--- src/sv/tecc_pkg.sv ---
// Package for the TLS 1.3 extension capability checker.
// Holds phase enums, extension and group codes, and the transaction types.
// No dependencies.
`timescale 1ns / 1ps

package tecc_pkg;

  typedef enum logic [2:0] {
    PH_LEN_HI,
    PH_LEN_LO,
    PH_TYPE_HI,
    PH_TYPE_LO,
    PH_RLEN_HI,
    PH_RLEN_LO,
    PH_BODY,
    PH_DONE
  } parse_phase_t;

  typedef enum logic [2:0] {
    SH_LLEN_HI,
    SH_LLEN_LO,
    SH_GRP_HI,
    SH_GRP_LO,
    SH_KLEN_HI,
    SH_KLEN_LO,
    SH_KEY_FIRST,
    SH_KEY_REST
  } share_phase_t;

  localparam logic [15:0] EXT_SUPPORTED_GROUPS = 16'd10;
  localparam logic [15:0] EXT_POINT_FORMATS    = 16'd11;
  localparam logic [15:0] EXT_SUPPORTED_VERS   = 16'd43;
  localparam logic [15:0] EXT_PSK_MODES        = 16'd45;
  localparam logic [15:0] EXT_KEY_SHARE        = 16'd51;

  localparam logic [15:0] GROUP_SECP256R1 = 16'd23;
  localparam logic [15:0] GROUP_X25519    = 16'd29;

  localparam logic [7:0] POINT_UNCOMPRESSED = 8'd0;
  localparam logic [7:0] KEY_LEAD_BYTE      = 8'd4;
  localparam logic [7:0] VERSION_MAJOR      = 8'd3;
  localparam logic [7:0] VERSION_MINOR      = 8'd4;

  localparam int unsigned F_GROUP   = 0;
  localparam int unsigned F_FORMAT  = 1;
  localparam int unsigned F_VERSION = 2;
  localparam int unsigned F_PSK     = 3;
  localparam int unsigned F_SHARE   = 4;

  typedef logic [4:0] flags_t;

  typedef struct packed {
    logic       valid;
    logic [7:0] data_byte;
    logic       block_start;
  } item_t;

  typedef struct packed {
    logic   valid;
    flags_t flags;
  } result_t;

endpackage

--- src/sv/tecc_if.sv ---
// Channel interfaces for the extension capability checker.
// Input channel carries extension bytes, output channel carries capability results.
// No dependencies.
`timescale 1ns / 1ps

interface tecc_in_if;
  logic       valid;
  logic       ready;
  logic [7:0] data_byte;
  logic       block_start;

  modport source (output valid, output data_byte, output block_start, input ready);
  modport sink   (input valid, input data_byte, input block_start, output ready);
endinterface

interface tecc_out_if;
  logic valid;
  logic ready;
  logic accept;
  logic group_ok;
  logic format_ok;
  logic version_ok;
  logic psk_mode_seen;
  logic share_ok;

  modport source (output valid, output accept, output group_ok, output format_ok,
                  output version_ok, output psk_mode_seen, output share_ok,
                  input ready);
  modport sink   (input valid, input accept, input group_ok, input format_ok,
                  input version_ok, input psk_mode_seen, input share_ok,
                  output ready);
endinterface

--- src/sv/tecc_in_reg.sv ---
// Input register stage of the extension capability checker.
// Depends on tecc_pkg and tecc_in_if.
`timescale 1ns / 1ps

module tecc_in_reg (
  input  logic          clk,
  input  logic          rst_n,
  tecc_in_if.sink       in_if,
  input  logic          adv,
  output tecc_pkg::item_t item
);
  import tecc_pkg::*;

  logic       valid_r;
  logic [7:0] byte_r;
  logic       start_r;
  logic       take;

  assign in_if.ready = !valid_r || adv;
  assign take        = in_if.valid && in_if.ready;

  always_ff @(posedge clk) begin
    if (!rst_n) begin
      valid_r <= 1'b0;
    end else if (in_if.ready) begin
      valid_r <= in_if.valid;
    end
  end

  always_ff @(posedge clk) begin
    if (take) begin
      byte_r  <= in_if.data_byte;
      start_r <= in_if.block_start;
    end
  end

  assign item = '{valid: valid_r, data_byte: byte_r, block_start: start_r};

endmodule

--- src/sv/tecc_parser.sv ---
// Record walker: parse state, share-list walk and capability flags, one byte per cycle while adv.
// Depends on tecc_pkg.
`timescale 1ns / 1ps

module tecc_parser (
  input  logic              clk,
  input  logic              rst_n,
  input  tecc_pkg::item_t   item,
  input  logic              adv,
  output tecc_pkg::result_t res
);
  import tecc_pkg::*;

  parse_phase_t ph_r, ph_nxt;
  logic [15:0]  block_left_r, block_left_nxt;
  logic [15:0]  rec_type_r, rec_type_nxt;
  logic [15:0]  rec_left_r, rec_left_nxt;
  logic [1:0]   idx_cnt_r, idx_cnt_nxt;
  logic         idx_odd_r, idx_odd_nxt;
  logic [7:0]   held_r, held_nxt;
  share_phase_t sh_r, sh_nxt;
  logic [15:0]  list_left_r, list_left_nxt;
  logic [15:0]  grp_r, grp_nxt;
  logic [15:0]  key_left_r, key_left_nxt;
  logic         hit_r, hit_nxt;
  flags_t       flags_r, flags_nxt;
  logic         emit;
  logic         fire;
  logic [7:0]   b;

  assign fire = item.valid && adv;
  assign b    = item.data_byte;

  always_ff @(posedge clk) begin
    if (!rst_n) begin
      ph_r         <= PH_LEN_HI;
      block_left_r <= '0;
      rec_type_r   <= '0;
      rec_left_r   <= '0;
      idx_cnt_r    <= '0;
      idx_odd_r    <= 1'b0;
      held_r       <= '0;
      sh_r         <= SH_LLEN_HI;
      list_left_r  <= '0;
      grp_r        <= '0;
      key_left_r   <= '0;
      hit_r        <= 1'b0;
      flags_r      <= '0;
    end else if (fire) begin
      ph_r         <= ph_nxt;
      block_left_r <= block_left_nxt;
      rec_type_r   <= rec_type_nxt;
      rec_left_r   <= rec_left_nxt;
      idx_cnt_r    <= idx_cnt_nxt;
      idx_odd_r    <= idx_odd_nxt;
      held_r       <= held_nxt;
      sh_r         <= sh_nxt;
      list_left_r  <= list_left_nxt;
      grp_r        <= grp_nxt;
      key_left_r   <= key_left_nxt;
      hit_r        <= hit_nxt;
      flags_r      <= flags_nxt;
    end
  end

  always_comb begin
    ph_nxt         = ph_r;
    block_left_nxt = block_left_r;
    rec_type_nxt   = rec_type_r;
    rec_left_nxt   = rec_left_r;
    idx_cnt_nxt    = idx_cnt_r;
    idx_odd_nxt    = idx_odd_r;
    held_nxt       = held_r;
    sh_nxt         = sh_r;
    list_left_nxt  = list_left_r;
    grp_nxt        = grp_r;
    key_left_nxt   = key_left_r;
    hit_nxt        = hit_r;
    flags_nxt      = flags_r;
    emit           = 1'b0;

    if (item.block_start) begin
      ph_nxt         = PH_LEN_HI;
      block_left_nxt = '0;
      rec_type_nxt   = '0;
      rec_left_nxt   = '0;
      idx_cnt_nxt    = '0;
      idx_odd_nxt    = 1'b0;
      held_nxt       = '0;
      sh_nxt         = SH_LLEN_HI;
      list_left_nxt  = '0;
      grp_nxt        = '0;
      key_left_nxt   = '0;
      hit_nxt        = 1'b0;
      flags_nxt      = '0;
    end

    unique case (ph_nxt)
      PH_LEN_HI: begin
        block_left_nxt = {b, 8'h00};
        ph_nxt         = PH_LEN_LO;
      end
      PH_LEN_LO: begin
        block_left_nxt = {block_left_nxt[15:8], b};
        if (block_left_nxt == '0) begin
          emit = 1'b1;
        end else begin
          ph_nxt = PH_TYPE_HI;
        end
      end
      PH_DONE: begin
      end
      default: begin
        unique case (ph_nxt)
          PH_TYPE_HI: begin
            rec_type_nxt = {b, 8'h00};
            ph_nxt       = PH_TYPE_LO;
          end
          PH_TYPE_LO: begin
            rec_type_nxt = {rec_type_nxt[15:8], b};
            ph_nxt       = PH_RLEN_HI;
          end
          PH_RLEN_HI: begin
            rec_left_nxt = {b, 8'h00};
            ph_nxt       = PH_RLEN_LO;
          end
          PH_RLEN_LO: begin
            rec_left_nxt  = {rec_left_nxt[15:8], b};
            idx_cnt_nxt   = '0;
            idx_odd_nxt   = 1'b0;
            held_nxt      = '0;
            sh_nxt        = SH_LLEN_HI;
            list_left_nxt = '0;
            grp_nxt       = '0;
            key_left_nxt  = '0;
            hit_nxt       = 1'b0;
            if (rec_type_nxt == EXT_SUPPORTED_GROUPS) flags_nxt[F_GROUP]   = 1'b0;
            if (rec_type_nxt == EXT_POINT_FORMATS)    flags_nxt[F_FORMAT]  = 1'b0;
            if (rec_type_nxt == EXT_SUPPORTED_VERS)   flags_nxt[F_VERSION] = 1'b0;
            if (rec_type_nxt == EXT_PSK_MODES)        flags_nxt[F_PSK]     = 1'b1;
            if (rec_type_nxt == EXT_KEY_SHARE)        flags_nxt[F_SHARE]   = 1'b0;
            ph_nxt = (rec_left_nxt == '0) ? PH_TYPE_HI : PH_BODY;
          end
          default: begin
            // record body byte
            if (rec_type_nxt == EXT_SUPPORTED_GROUPS) begin
              if (idx_cnt_nxt >= 2'd2 && !idx_odd_nxt) begin
                held_nxt = b;
              end else if (idx_cnt_nxt == 2'd3 && held_nxt == 8'h00
                           && {8'h00, b} == GROUP_SECP256R1) begin
                flags_nxt[F_GROUP] = 1'b1;
              end
            end else if (rec_type_nxt == EXT_POINT_FORMATS) begin
              if (idx_cnt_nxt != 2'd0 && b == POINT_UNCOMPRESSED) begin
                flags_nxt[F_FORMAT] = 1'b1;
              end
            end else if (rec_type_nxt == EXT_SUPPORTED_VERS) begin
              if (idx_odd_nxt) begin
                held_nxt = b;
              end else if (idx_cnt_nxt >= 2'd2 && held_nxt == VERSION_MAJOR
                           && b == VERSION_MINOR) begin
                flags_nxt[F_VERSION] = 1'b1;
              end
            end else if (rec_type_nxt == EXT_KEY_SHARE && !hit_nxt) begin
              if (sh_nxt == SH_LLEN_HI) begin
                list_left_nxt = {b, 8'h00};
                sh_nxt        = SH_LLEN_LO;
              end else if (sh_nxt == SH_LLEN_LO) begin
                list_left_nxt = {list_left_nxt[15:8], b};
                sh_nxt        = SH_GRP_HI;
              end else if (sh_nxt == SH_GRP_HI && list_left_nxt == '0) begin
                hit_nxt = 1'b1;
              end else begin
                if (list_left_nxt != '0) list_left_nxt = list_left_nxt - 16'd1;
                unique case (sh_nxt)
                  SH_GRP_HI: begin
                    grp_nxt = {b, 8'h00};
                    sh_nxt  = SH_GRP_LO;
                  end
                  SH_GRP_LO: begin
                    grp_nxt = {grp_nxt[15:8], b};
                    if (grp_nxt == GROUP_X25519) begin
                      flags_nxt[F_SHARE] = 1'b1;
                      hit_nxt            = 1'b1;
                    end else begin
                      sh_nxt = SH_KLEN_HI;
                    end
                  end
                  SH_KLEN_HI: begin
                    key_left_nxt = {b, 8'h00};
                    sh_nxt       = SH_KLEN_LO;
                  end
                  SH_KLEN_LO: begin
                    key_left_nxt = {key_left_nxt[15:8], b};
                    sh_nxt       = (key_left_nxt == '0) ? SH_GRP_HI : SH_KEY_FIRST;
                  end
                  SH_KEY_FIRST: begin
                    if (grp_nxt == GROUP_SECP256R1 && b == KEY_LEAD_BYTE) begin
                      flags_nxt[F_SHARE] = 1'b1;
                      hit_nxt            = 1'b1;
                    end else begin
                      key_left_nxt = key_left_nxt - 16'd1;
                      sh_nxt       = (key_left_nxt == '0) ? SH_GRP_HI : SH_KEY_REST;
                    end
                  end
                  default: begin
                    if (key_left_nxt != '0) key_left_nxt = key_left_nxt - 16'd1;
                    if (key_left_nxt == '0) sh_nxt = SH_GRP_HI;
                  end
                endcase
              end
            end
            if (idx_cnt_nxt != 2'd3) idx_cnt_nxt = idx_cnt_nxt + 2'd1;
            idx_odd_nxt  = !idx_odd_nxt;
            rec_left_nxt = rec_left_nxt - 16'd1;
            if (rec_left_nxt == '0) ph_nxt = PH_TYPE_HI;
          end
        endcase
        block_left_nxt = block_left_nxt - 16'd1;
        if (block_left_nxt == '0) emit = 1'b1;
      end
    endcase

    if (emit) ph_nxt = PH_DONE;
  end

  assign res = '{valid: fire && emit, flags: flags_nxt};

endmodule

--- src/sv/tecc_out_reg.sv ---
// Result register stage of the extension capability checker; drives the output channel.
// Depends on tecc_pkg and tecc_out_if.
`timescale 1ns / 1ps

module tecc_out_reg (
  input  logic              clk,
  input  logic              rst_n,
  input  tecc_pkg::result_t res,
  output logic              adv,
  tecc_out_if.source        out_if
);
  import tecc_pkg::*;

  logic   valid_r;
  flags_t flags_r;

  assign adv = !valid_r || out_if.ready;

  always_ff @(posedge clk) begin
    if (!rst_n) begin
      valid_r <= 1'b0;
    end else if (adv) begin
      valid_r <= res.valid;
    end
  end

  always_ff @(posedge clk) begin
    if (adv && res.valid) begin
      flags_r <= res.flags;
    end
  end

  assign out_if.valid         = valid_r;
  assign out_if.accept        = &flags_r;
  assign out_if.group_ok      = flags_r[F_GROUP];
  assign out_if.format_ok     = flags_r[F_FORMAT];
  assign out_if.version_ok    = flags_r[F_VERSION];
  assign out_if.psk_mode_seen = flags_r[F_PSK];
  assign out_if.share_ok      = flags_r[F_SHARE];

endmodule

--- src/sv/tls13_extension_capability_check.sv ---
// TLS 1.3 ClientHello extension capability checker. Takes one extension-block
// byte per cycle (a new byte may enter every cycle unless an unread result stalls
// the input), walks the type/length records and reports five capability flags
// plus their AND once the declared 16-bit total length is consumed; bytes after
// that are dropped until a byte with block_start restarts the parser. A result
// becomes valid once the byte that completes the block has passed through the
// input register and one pass of parse logic into the result register.
// Input ready falls only while a result is held unread.
// Depends on tecc_pkg, tecc_if, tecc_in_reg, tecc_parser and tecc_out_reg.
`timescale 1ns / 1ps

module tls13_extension_capability_check (
  input  logic        clk,
  input  logic        rst_n,
  tecc_in_if.sink     in_if,
  tecc_out_if.source  out_if
);
  import tecc_pkg::*;

  item_t   item;
  result_t res;
  logic    adv;

  tecc_in_reg u_in_reg (
    .clk   (clk),
    .rst_n (rst_n),
    .in_if (in_if),
    .adv   (adv),
    .item  (item)
  );

  tecc_parser u_parser (
    .clk   (clk),
    .rst_n (rst_n),
    .item  (item),
    .adv   (adv),
    .res   (res)
  );

  tecc_out_reg u_out_reg (
    .clk    (clk),
    .rst_n  (rst_n),
    .res    (res),
    .adv    (adv),
    .out_if (out_if)
  );

endmodule

--- src/flat_wrapper.sv ---
// flat-port wrapper written by rule: the top's interface ports become plain ports
module tls13_extension_capability_check_flat import tecc_pkg::*;
  (clk, rst_n, in_if_valid, in_if_data_byte, in_if_block_start, in_if_ready, out_if_valid, out_if_accept, out_if_group_ok, out_if_format_ok, out_if_version_ok, out_if_psk_mode_seen, out_if_share_ok, out_if_ready);
  tecc_in_if in_if_i ();
  tecc_out_if out_if_i ();
  input  logic clk;
  input  logic rst_n;
  input wire logic [$bits(in_if_i.valid)-1:0] in_if_valid;
  input wire logic [$bits(in_if_i.data_byte)-1:0] in_if_data_byte;
  input wire logic [$bits(in_if_i.block_start)-1:0] in_if_block_start;
  output wire logic [$bits(in_if_i.ready)-1:0] in_if_ready;
  output wire logic [$bits(out_if_i.valid)-1:0] out_if_valid;
  output wire logic [$bits(out_if_i.accept)-1:0] out_if_accept;
  output wire logic [$bits(out_if_i.group_ok)-1:0] out_if_group_ok;
  output wire logic [$bits(out_if_i.format_ok)-1:0] out_if_format_ok;
  output wire logic [$bits(out_if_i.version_ok)-1:0] out_if_version_ok;
  output wire logic [$bits(out_if_i.psk_mode_seen)-1:0] out_if_psk_mode_seen;
  output wire logic [$bits(out_if_i.share_ok)-1:0] out_if_share_ok;
  input wire logic [$bits(out_if_i.ready)-1:0] out_if_ready;
  assign in_if_i.valid = in_if_valid;
  assign in_if_i.data_byte = in_if_data_byte;
  assign in_if_i.block_start = in_if_block_start;
  assign in_if_ready = in_if_i.ready;
  assign out_if_valid = out_if_i.valid;
  assign out_if_accept = out_if_i.accept;
  assign out_if_group_ok = out_if_i.group_ok;
  assign out_if_format_ok = out_if_i.format_ok;
  assign out_if_version_ok = out_if_i.version_ok;
  assign out_if_psk_mode_seen = out_if_i.psk_mode_seen;
  assign out_if_share_ok = out_if_i.share_ok;
  assign out_if_i.ready = out_if_ready;
  tls13_extension_capability_check u_core (.clk(clk), .rst_n(rst_n), .in_if(in_if_i), .out_if(out_if_i));
endmodule
--- config.mk ---
export PLATFORM = sky130hd
export DESIGN_NAME = tls13_extension_capability_check_flat
export DESIGN_NICKNAME = d
export VERILOG_FILES = /design/src/sv/tecc_pkg.sv /design/src/sv/tecc_if.sv /design/src/sv/tecc_in_reg.sv /design/src/sv/tecc_parser.sv /design/src/sv/tecc_out_reg.sv /design/src/sv/tls13_extension_capability_check.sv /design/src/flat_wrapper.sv
export SDC_FILE = /design/constraint.sdc
export NUM_CORES = 1
export LEC_CHECK = 0
export BUFFER_PORTS_ARGS = -buffer_cell sky130_fd_sc_hd__buf_2
export CAP_MARGIN = 15
export CELL_PAD_IN_SITES_DETAIL_PLACEMENT = 1
export CELL_PAD_IN_SITES_GLOBAL_PLACEMENT = 1
export CORE_UTILIZATION = 51
export DETAILED_ROUTE_END_ITERATION = 16
export PLACE_DENSITY = 0.95
export SETUP_SLACK_MARGIN = 0.02
export SLEW_MARGIN = 20
export SYNTH_ARGS = -nofsm -noshare
export SYNTH_HDL_FRONTEND = slang
export SYNTH_SLANG_ARGS = --single-unit
export TNS_END_PERCENT = 50
--- constraint.sdc ---
create_clock -name clk -period 13 [get_ports clk]
set_clock_uncertainty 0.15 [all_clocks]
set_input_delay 1.95 -clock clk [delete_from_list [all_inputs] [get_ports clk]]
set_output_delay 1.95 -clock clk [all_outputs]
set_load 0.01 [all_outputs]
==> flow_summary.ini <==
[global_routing]
grt_use_total = 0.441
grt_overflow_total = 0
grt_max_degree = 65
met3_usage = 0.108
grt_pass1_vias = 11134
grt_first_pass_wirelength_um = 61900
use_met1 = 0.522
antenna_found_initial = 0
grtUsageMet2 = 0.687
busiest_layer = met2

[sta]
min_period_ps = 4730
clock.fmax_mhz = 211
period_share = 0.364
slew_headroom = 0.187
hold_violations = 0
setup_viol = 0
whs_ps = 332
finalSetupTns_ps = 0
worst_pin_slew_ps = 1210
report.final.slew_viol_count = 0
rsz0062_at_grt = no

[logic_synthesis]
syn_nets = 1260
synth_edf_count = 14
netlist_area_mm2 = 0.00916
synth_area_per_cell_um2 = 7.38
synth_area_leaders = dfxtp_1 26%, nor2_1 6.1%, a21oi_1 5.5%, nand2_1 5.4%, edfxtp_1 4.6%
synth_top_area_cell = dfxtp_1
synth_commonest_cells = 149 x nor2_1, 131 x nand2_1, 121 x dfxtp_1
synthCells = 1240
synthFlopType = dfxtp_1
yosysMostFrequentCell = nor2_1
ys_ff_latch = 135
ys_types = 89
synth_top_cell_area_share = 0.265
yosysSeqAreaShare = 0.310
async_reset_ff_frac = 0
yosysWarnings = 0

[worst_setup_path]
crit_path_cell_trace = buf_2 > nor2b_1 > nand2_1 > buf_2
cp-start-kind = input port
path_delay_family = simple AND/OR/NAND/NOR gates
reg2reg_to = u_core.u_out_reg.flags_r[4]
cp_common_cell = buf_2
timing.rr.start = u_core.u_in_reg.start_r
crit_path_end_kind = output pin
path_buf_inv = 2
max_stage_delay_ps = 290
required_ps = 10900
critPathLaunch = out_if_ready
r2r_slack_ps = 8520
crit_fanout = 5
worst_r2r_path_depth = 10
crit_arrival_ps = 2630
setup.worst_path.class = input port to output pin
crit_path_end = in_if_ready
crit_cells = 4
cp_slowest_cell = nor2b_1

[die]
initial_core_util = 0.526
ios = 21
fp-row-count = 48
die_area_mm2 = 0.0185
die_w_um = 136
die_h_um = 136
coreArea_mm2 = 0.0174

[placement]
post-place-cells = 1407
dpl.hpwl_um = 23500
gp_congestion = 0.931
dpl-instance-area_mm2 = 0.00930
io_buffer_count = 20

[status]
status = finished, final reports clean

[clocking]
clockBufferDepth = 2
post_cts_buffers = 0
cts_buffers = 17
htreeDepth = 4
path_clk_slew_ps = 70
tritoncts = built
root_buffer = clkbuf_16
clkLatencyLatePin_ps = 440
ctsHoldBuffers = 0
cts.repair.resized = 0
cts.sink_count = 135

[cells_and_area]
finalNonFillerCells = 1439
fin_nets = 1221
final_area_mm2 = 0.00989
drive_above_1_share = 0.0898
n_antenna_cell = 0
n_fill_cell = 2200
fin_util = 0.568
syn_to_final_growth_pct = 7.99

[route]
vias = 11048
final_antenna_net_count = 0
vias_per_cell = 7.68
first_pass_iters = 6
drc = 0
routedWlPerCell_um = 27.8
wl_um = 39900
drt_iter0_drc = 1693

[pwr]
comb_power_share = 0.150
powerDensity_mw_per_mm2 = 112
swShare = 0.320
p_leak_nw = 3.41
internal-power_w = 0.000755
seqPwrFrac = 0.399
peakVddDrop_mv = 0.101
switchingPower_w = 0.000356
power_frac_clock = 0.451

[run]
cap_violations = 0

[worst_hold_path]
hold_path_class = flip-flop to flip-flop
holdPathStages = 2
layer usage:
| layer | routed length, µm | up-vias |
|---|---|---|
| li1 | - | 4574 |
| met1 | 14100 | 5201 |
| met2 | 17800 | 952 |
| met3 | 4830 | 321 |
| met4 | 3210 | 0 |
| met5 | 0 | - |
registers in the layout (all words and copies together) (netlist names):
signal / count
u_core.u_parser.grp_r: 16
u_core.u_out_reg.flags_r: 5
u_core.u_in_reg.start_r: 1
u_core.u_parser.flags_r: 5
u_core.u_parser.sh_r: 3
u_core.u_parser.held_r: 8
u_core.u_parser.idx_odd_r: 1
u_core.u_parser.hit_r: 1
u_core.u_parser.block_left_r: 16
u_core.u_in_reg.valid_r: 1
u_core.u_parser.key_left_r: 16
u_core.u_out_reg.out_if.valid: 1
u_core.u_parser.rec_left_r: 16
u_core.u_parser.idx_cnt_r: 2
u_core.u_parser.rec_type_r: 16
u_core.u_parser.list_left_r: 16
u_core.u_in_reg.byte_r: 8
u_core.u_parser.ph_r: 3
cells in the final DEF, fill, tap and decap left out, types with 6 or more instances in the layout:
master and n:
or3_1 20, edfxtp_1 14, nand2b_1 13, a221oi_1 6, nor2b_1 19, o21a_1 6, a21o_1 10, dfxtp_1 121
a21oi_1 101, a22oi_1 50, a22o_1 15, o22ai_1 8, and3_1 8, a31oi_1 13, nand2_1 131, nor4_1 27
o2bb2ai_1 7, nor3_1 42, inv_6 6, xor2_1 8, o211ai_1 13, xnor2_1 17, a221o_1 6, ha_1 7
nand4_1 18, o31ai_1 13, or4_1 10, nand3b_1 7, inv_1 13, nor2_1 149, nand3_1 47, o21ai_0 80
buf_4 20, o21ai_1 14, clkbuf_16 17, a211oi_1 14, buf_2 20
cells by family after synthesis:
logic type	share of synthesized area
XOR/XNOR	0.0239
buffers and inverters	0.0504
AO/OA/AOI/OAI	0.305
multiplexers	0.00451
adder cells (fa/ha/maj)	0.00957
flip-flops	0.310
AND/OR/NAND/NOR	0.297
worst reg2reg max path, delay by kind of cell, from the launching register on:
family	cells	cell delay, ps
AO/OA/AOI/OAI	3	1040
adder cells (fa/ha/maj)	1	410
buffers and inverters	2	630
flip-flops	1	360
AND/OR/NAND/NOR	4	1510
stage by stage:
stage | setup slack (ps) | power, W
floorplan | 8330 | 0.000554
global placement | 8350 | 0.000596
detailed placement | 8230 | 0.000602
CTS | 8250 | 0.00110
global route | 8180 | 0.00113
finish | 8270 | 0.00111
worst min-delay path by stage:
stage	start	to	slack [ps]
after floorplan	u_core.u_parser.flags_r[0]	u_core.u_parser.flags_r[0]	280
after global placement	u_core.u_parser.flags_r[2]	u_core.u_parser.flags_r[2]	290
after detailed placement	u_core.u_parser.flags_r[3]	u_core.u_parser.flags_r[3]	310
after CTS	u_core.u_parser.flags_r[0]	u_core.u_parser.flags_r[0]	330
after global routing	u_core.u_parser.flags_r[0]	u_core.u_parser.flags_r[0]	360
final	u_core.u_parser.flags_r[0]	u_core.u_parser.flags_r[0]	330
cell type report:
class                      count  area (µm²)  share of cell area
tap                          225         282              0.0285
sequential                   135        2840               0.287
timing repair buffer          40         250              0.0253
multi-input combinational    992        5870               0.594
clock inverter                13         135              0.0137
clock buffer                  19         453              0.0458
inverter                      15        56.3             0.00569
power by group through the flow:
stage | clock, W | combinational, W | sequential (W)
final | 0.000500 | 0.000167 | 0.000443
after global routing | 0.000517 | 0.000173 | 0.000444
after CTS | 0.000498 | 0.000158 | 0.000442
after detailed placement | 0 | 0.000152 | 0.000450
after global placement | 0 | 0.000146 | 0.000450
after floorplan | 0 | 0.000112 | 0.000442
Power figures use the tool's default switching activity.
